$ cat src/sv/trial_division_prime_test_defines.svh
// Assertion macros shared by the trial-division prime test RTL.
`ifndef TRIAL_DIVISION_PRIME_TEST_DEFINES_SVH
`define TRIAL_DIVISION_PRIME_TEST_DEFINES_SVH

`ifndef ASSERT_OFF

`define TDPT_ASSERT_IMPL(lbl, clk, rstn, ante, cons) \
    lbl: assert property (@(posedge clk) disable iff (!(rstn)) (ante) |-> (cons)) \
        else $error("assertion failed");

`define TDPT_ASSERT_NEXT(lbl, clk, rstn, ante, cons) \
    lbl: assert property (@(posedge clk) disable iff (!(rstn)) (ante) |=> (cons)) \
        else $error("assertion failed");

`else

`define TDPT_ASSERT_IMPL(lbl, clk, rstn, ante, cons)

`define TDPT_ASSERT_NEXT(lbl, clk, rstn, ante, cons)

`endif

`endif

$ cat src/sv/tdpt_pkg.sv
// Package with constants and types for the trial-division prime test.
`default_nettype none

package tdpt_pkg;

    localparam int VALUE_WIDTH_DEF = 32;
    localparam int CAND_WIDTH      = 32;
    localparam int OUT_TDATA_WIDTH = 8;

    typedef enum logic [5:0] {
        ST_IDLE   = 6'b000001,
        ST_PRE    = 6'b000010,
        ST_LAUNCH = 6'b000100,
        ST_WAIT   = 6'b001000,
        ST_TEST   = 6'b010000,
        ST_OUT    = 6'b100000
    } state_t;

    typedef enum logic [2:0] {
        PH_THREE = 3'b001,
        PH_LOW   = 3'b010,
        PH_HIGH  = 3'b100
    } phase_t;

endpackage

`default_nettype wire

$ cat src/sv/tdpt_rem_unit.sv
// Radix-2 restoring remainder unit that retires one dividend bit per cycle.
`default_nettype none
`include "trial_division_prime_test_defines.svh"

module tdpt_rem_unit #(
    parameter int VALUE_WIDTH = tdpt_pkg::VALUE_WIDTH_DEF
) (
    input  wire logic                   clk,
    input  wire logic                   rst_n,
    input  wire logic                   start,
    input  wire logic [VALUE_WIDTH-1:0] dividend,
    input  wire logic [VALUE_WIDTH-1:0] divisor,
    output logic                        busy,
    output logic                        done,
    output logic [VALUE_WIDTH-1:0]      rem
);

    localparam int CW = $clog2(VALUE_WIDTH + 1);

    logic [VALUE_WIDTH-1:0] dvd_reg, dvd_next;
    logic [VALUE_WIDTH-1:0] dsr_reg, dsr_next;
    logic [VALUE_WIDTH-1:0] rem_reg, rem_next;
    logic [CW-1:0]          cnt_reg, cnt_next;
    logic                   busy_reg, busy_next;
    logic                   done_reg, done_next;
    logic [VALUE_WIDTH:0]   trial;
    logic [VALUE_WIDTH:0]   diff;

    assign trial = {rem_reg, dvd_reg[VALUE_WIDTH-1]};
    assign diff  = trial - {1'b0, dsr_reg};

    always_comb
    begin
        dvd_next  = dvd_reg;
        dsr_next  = dsr_reg;
        rem_next  = rem_reg;
        cnt_next  = cnt_reg;
        busy_next = busy_reg;
        done_next = 1'b0;
        if (start)
        begin
            dvd_next  = dividend;
            dsr_next  = divisor;
            rem_next  = '0;
            cnt_next  = CW'(VALUE_WIDTH);
            busy_next = 1'b1;
        end
        else if (busy_reg)
        begin
            dvd_next = dvd_reg << 1;
            if (diff[VALUE_WIDTH])
            begin
                rem_next = trial[VALUE_WIDTH-1:0];
            end
            else
            begin
                rem_next = diff[VALUE_WIDTH-1:0];
            end
            cnt_next = cnt_reg - CW'(1);
            if (cnt_reg == CW'(1))
            begin
                busy_next = 1'b0;
                done_next = 1'b1;
            end
        end
    end

    always_ff @(posedge clk or negedge rst_n)
    begin
        if (!rst_n)
        begin
            cnt_reg  <= '0;
            busy_reg <= 1'b0;
            done_reg <= 1'b0;
        end
        else
        begin
            cnt_reg  <= cnt_next;
            busy_reg <= busy_next;
            done_reg <= done_next;
        end
    end

    always_ff @(posedge clk)
    begin
        dvd_reg <= dvd_next;
        dsr_reg <= dsr_next;
        rem_reg <= rem_next;
    end

    assign busy = busy_reg;
    assign done = done_reg;
    assign rem  = rem_reg;

    `TDPT_ASSERT_IMPL(a_busy_has_count, clk, rst_n, busy_reg, cnt_reg != '0)
    `TDPT_ASSERT_IMPL(a_done_not_busy, clk, rst_n, done_reg, !busy_reg && cnt_reg == '0)

endmodule

`default_nettype wire

$ cat config.mk
export PLATFORM = sky130hd
export DESIGN_NAME = tdpt_rem_unit
export DESIGN_NICKNAME = d
export VERILOG_FILES = /design/src/sv/tdpt_pkg.sv /design/src/sv/tdpt_rem_unit.sv
export VERILOG_INCLUDE_DIRS = /design/src /design/src/sv
export SDC_FILE = /design/constraint.sdc
export NUM_CORES = 1
export LEC_CHECK = 0
export BUFFER_PORTS_ARGS = -buffer_cell sky130_fd_sc_hd__buf_2
export CAP_MARGIN = 30
export CORE_AREA = 2 2 101 103
export CTS_BUF_LIST = sky130_fd_sc_hd__clkbuf_4
export CTS_CLUSTER_DIAMETER = 120
export DETAILED_ROUTE_END_ITERATION = 12
export DIE_AREA = 0 0 103 105
export GPL_ROUTABILITY_DRIVEN = 0
export PLACE_DENSITY = 0.85
export SYNTH_ARGS = -nofsm -noshare
export SYNTH_HDL_FRONTEND = slang
export SYNTH_SLANG_ARGS = --single-unit
$ cat constraint.sdc
create_clock -name clk -period 6.2 [get_ports clk]
set_input_delay 1.86 -clock clk [delete_from_list [all_inputs] [get_ports clk]]
set_output_delay 1.86 -clock clk [all_outputs]
set_load 0.01 [all_outputs]
== Word level (Yosys, flattened, before mapping) ==
Index checks and enable logic that the tools add are counted.
Storage, ports and cells
  flip-flop bits (word level): 104
  output and inout port bits: 34
  logic and storage cells: 21
  bits of input ports: 67
Cells by class
  reductions and logical operators: 1
  mux-type cells: 11
  add/subtract/negate cells: 2
  equal/unequal tests: 1
Operators with widths (count)
  $mux 32: 3
  $sub 33x32->33: 1
  $mux 6: 2
  $eq 6x1->1 const B: 1
  $mux 1: 6
  $sub 6x1->6 const B: 1
  $reduce_bool 2->1: 1

== Longest topological paths before layout ==
  depth in word-level cells: 4
  gate-level depth with buffers: 14
  depth with buffers taken out: 12

== Worst setup path after synthesis ==
OpenSTA, ideal clock, no wires.
  path kind: input port to flip-flop
  start: in start
  end: reg dvd_reg[0], enable pin
  cell stages on the path: 4
  buffers on the path: 2
  data arrival time: 3.114 ns
  library setup time: 0.387 ns
  slack: 2.699 ns
  data required time: 5.813 ns
  path through: clkbuf_1 clkbuf_1 nor2_1 inv_1
Between the ends
  word-level cells in the longest chain between the ends: 1
Ends and longest elaborated chain
  from (decl): line tdpt_rem_unit.sv:10  | input wire logic start,
  $reduce_bool 2->1 (no line)
  to (signal assigned): line tdpt_rem_unit.sv:86  | dvd_reg <= dvd_next;
  to (decl): line tdpt_rem_unit.sv:20  | logic [VALUE_WIDTH-1:0] dvd_reg, dvd_next;
Every way passes these cells.
A chain may end at the register's enable or synchronous reset.

== Final worst setup path ==
  start: reg dvd_reg[31]
  end: reg rem_reg[8], in the netlist rem[8]
Between the ends
  word-level cells in the longest chain between the ends: 2
Ends and longest elaborated chain
  $sub 33x32->33: line tdpt_rem_unit.sv:30  | assign diff = trial - {1'b0, dsr_reg};
  $mux 32: line tdpt_rem_unit.sv:51  | if (diff[VALUE_WIDTH])
  to (signal assigned): line tdpt_rem_unit.sv:88  | rem_reg <= rem_next;
  to (decl): line tdpt_rem_unit.sv:22  | logic [VALUE_WIDTH-1:0] rem_reg, rem_next;
Every way passes these cells.

==> results.txt <==
run status - completed
clock-pin slew of the registers on the worst-case setup and hold paths - 160 ps
area used by multi-input combinational logic - 0.00301 mm^2
worst setup path startpoint - dvd_reg[31]$_DFFE_PP_
Core Region - 0.00964 mm^2
type of the worst setup path - flop to flop
CTS sink cnt - 104
number of flops mapped to enable cells by yosys - 64
Area growth, synth to finish - 12.5%
share of flip-flops with an asynchronous set or reset after synthesis - 0.0769
FF+latch count, synth - 104
Flop pwr share - 0.458
DIE WIDTH - 103 um
transition time at the pin with the least slew margin - 915 ps
number of nets produced by synthesis - 715
number of cells produced by synthesis - 613
final setup vio count - 0
average cell area after synthesis - 9.85 um^2
grt ovf - 0
number of placed instances with taps included - 821
buffer levels on the longest clock path - 2
total of warnings raised by yosys - 0
clock latency on the worst-skew pair - 510 ps
number of primary I/O pins - 101
flop-to-flop setup slack - 2610 ps
maximum ir drop on the vdd rail - 0.178 mV
timing-limited maximum frequency - 279 MHz
Final Skew - 29.3 ps
violation count after the first detailed-routing iteration - 185
Total Neg Setup Slack - 0 ps
static leakage - 2.93 nW
count of unresolved DRC violations after routing - 0
Final Net Count - 801
Port Buffer Count - 100
wire length per cell after detailed routing - 14.9 um
first-pass GRT wire length - 21000 um
power density over the cells - 301 mW/mm^2
Hold Path End - rem[12]$_SDFFE_PP0P_
post-cts sizing count - 0
depth of the worst hold-timing path - 2
maximum fanout along the worst path - 33
Worst Hold Class - flop to flop
setup repair after global routing missed its margin - false
post-route insts no fill - 837
ratio of final minimum period to clock period - 0.578
Net Switching - 0.773 mW
DIE AREA - 0.0108 mm^2
combinational power share - 0.383
final WL - 12500 um
Post-Route Utilization - 0.705
Clock power frac - 0.160
area share of the largest cell type after synthesis - 0.318
vertical die dimension - 105 um
DRT antenna net count - 0
final-layout fill cell count - 770
library cell occupying the most area in the post-synthesis netlist - edfxtp_1
Initial DRT Pass Iterations - 5
number of hold-repair buffers added at the cts stage - 0
ratio of cells with drive above 1 in the final layout - 0.230
detailed placer's ending HPWL - 9170 um
buffer type at the clock tree root - clkbuf_4
CTS tree - done
post-CTS setup repair buffer count - 0
number of antenna violations at the first check in global routing - 0
number of global-route vias before repair - 4710
share of total power consumed by net switching - 0.377
start point of the worst hold path - rem[11]$_SDFFE_PP0P_
top-count cell post-synth - nand2_1
Synth Flop Type - edfxtp_1
final slew viol count - 0
Max Cap Violations - 0
global-route total usage across every layer - 0.243
cell internal power dissipation - 1.28 mW
minimum period implied by the final worst setup slack - 3590 ps
number of H-tree levels - 3
R2R cell count - 12
relative slew slack - 0.389
Inserted Clock Buffers - 9
vias per cell - 5.80
list of most frequent post-synthesis cells - nand2_1 (70), edfxtp_1 (64), nor2_1 (56), inv_1 (44), ha_1 (34)
synthesized area - 0.00604 mm^2
Yosys cell types - 63
ranking of synthesized cells by area - edfxtp_1 (32%), dfxtp_1 (11%), ha_1 (7.0%), mux2_2 (5.8%), nand2_1 (4.3%)
antenna cell count - 0
part of the Yosys area used for sequential elements - 0.457
FF-to-FF End - rem[8]$_SDFFE_PP0P_
CP Data Required Time - 6610 ps
Reg area - 0.00276 mm^2
Crit Reg-Reg Startpoint - dvd_reg[31]$_DFFE_PP_
type of destination of the critical path - flop
number of hold violations in the final report - 0
pin count of the biggest net entering global routing - 75
DR vias - 4854
startpoint class of the critical path - flop
endpoint arrival time on the critical path - 4000 ps
post-route worst hold slack - 523 ps
num rows - 36
starting utilization of the core area - 0.627
[kinds of logic after synthesis]
| kind of cell | share of synthesized area |
|---|---|
| simple gates | 0.160 |
| compound gates | 0.167 |
| flops | 0.457 |
| buf+inv | 0.0478 |
| fa+ha+maj | 0.0737 |
| mux | 0.0594 |
| xor+xnor | 0.0346 |
[power groups by stage]
| stage | Sequential (mW) | Combinational [mW] | Clock [mW] |
|---|---|---|---|
| 3_5_place_dp | 0.954 | 0.777 | 0 |
| 5_1_grt | 0.954 | 0.879 | 0.367 |
| 6_report | 0.938 | 0.784 | 0.327 |
| 3_3_place_gp | 0.956 | 0.741 | 0 |
| 4_1_cts | 0.939 | 0.781 | 0.339 |
| 2_1_floorplan | 0.952 | 0.567 | 0 |
[worst max-delay path, cell delays in order (launching register included)]
cell and delay [ps]:
edfxtp_1 430, inv_1 80, ha_1 190, fa_1 200, nand2b_1 170, a21oi_1 120, o41a_1 360, nor3_2 290
a211oi_2 150, o21ai_4 310, xor2_4 340, or4_1 600, a311oi_1 260
[layer usage]
metal | up-vias | routed length (um) | global-route usage | part of all wire
met5 | - | 0 | 0 | 0
met4 | 0 | 255 | 0.0959 | 0.020
met3 | 24 | 780 | 0.0696 | 0.063
met2 | 141 | 6110 | 0.395 | 0.49
met1 | 2277 | 5320 | 0.301 | 0.43
li1 | 2412 | - | - | -
[layout make-up]
type,instances,share of cell area
well taps,133,0.0245
flip-flops and latches,104,0.407
clock buffers,9,0.00994
multi-input cells,436,0.442
inverters,44,0.0243
repair buffers,104,0.0843
clock inverters,7,0.00791
[how the worst max path moves through the flow]
| stage | endpoint | slack [ps] | cells past startpoint |
|---|---|---|---|
| after floorplan | dvd_reg[0]$_SDFFCE_PN0P_ | 2700 | 4 |
| after global placement | dvd_reg[24]$_DFFE_PP_ | 2560 | 3 |
| after detailed placement | dvd_reg[12]$_DFFE_PP_ | 2500 | 3 |
| after CTS | rem[8]$_SDFFE_PP0P_ | 2620 | 12 |
| after global routing | rem[15]$_SDFFE_PP0P_ | 2360 | 13 |
| final | rem[8]$_SDFFE_PP0P_ | 2610 | 12 |
[layout by cell type (no fill, tap or decap), types with 12 or more instances in the layout]
cell	synthesis	routed
inv_1	44	44
buf_2	6	99
dfxtp_1	32	32
nand3_1	12	12
or3_1	12	12
nand2_1	70	70
ha_1	34	34
mux2_2	31	31
a21oi_1	33	33
nor2_1	56	56
xnor2_1	16	15
a311oi_1	27	27
o21ai_0	23	23
edfxtp_1	64	64
[stage by stage]
| stage | power, mW | setup WS, ps | cell area [um^2] |
|---|---|---|---|
| 2_1_floorplan | 1.52 | 2700 | 6040 |
| 3_3_place_gp | 1.70 | 2560 | 6620 |
| 3_5_place_dp | 1.73 | 2500 | 6680 |
| 4_1_cts | 2.06 | 2620 | 6800 |
| 5_1_grt | 2.20 | 2360 | 6800 |
| 6_report | 2.05 | 2610 | 6800 |
No activity file was read; power rests on OpenSTA's default activity.
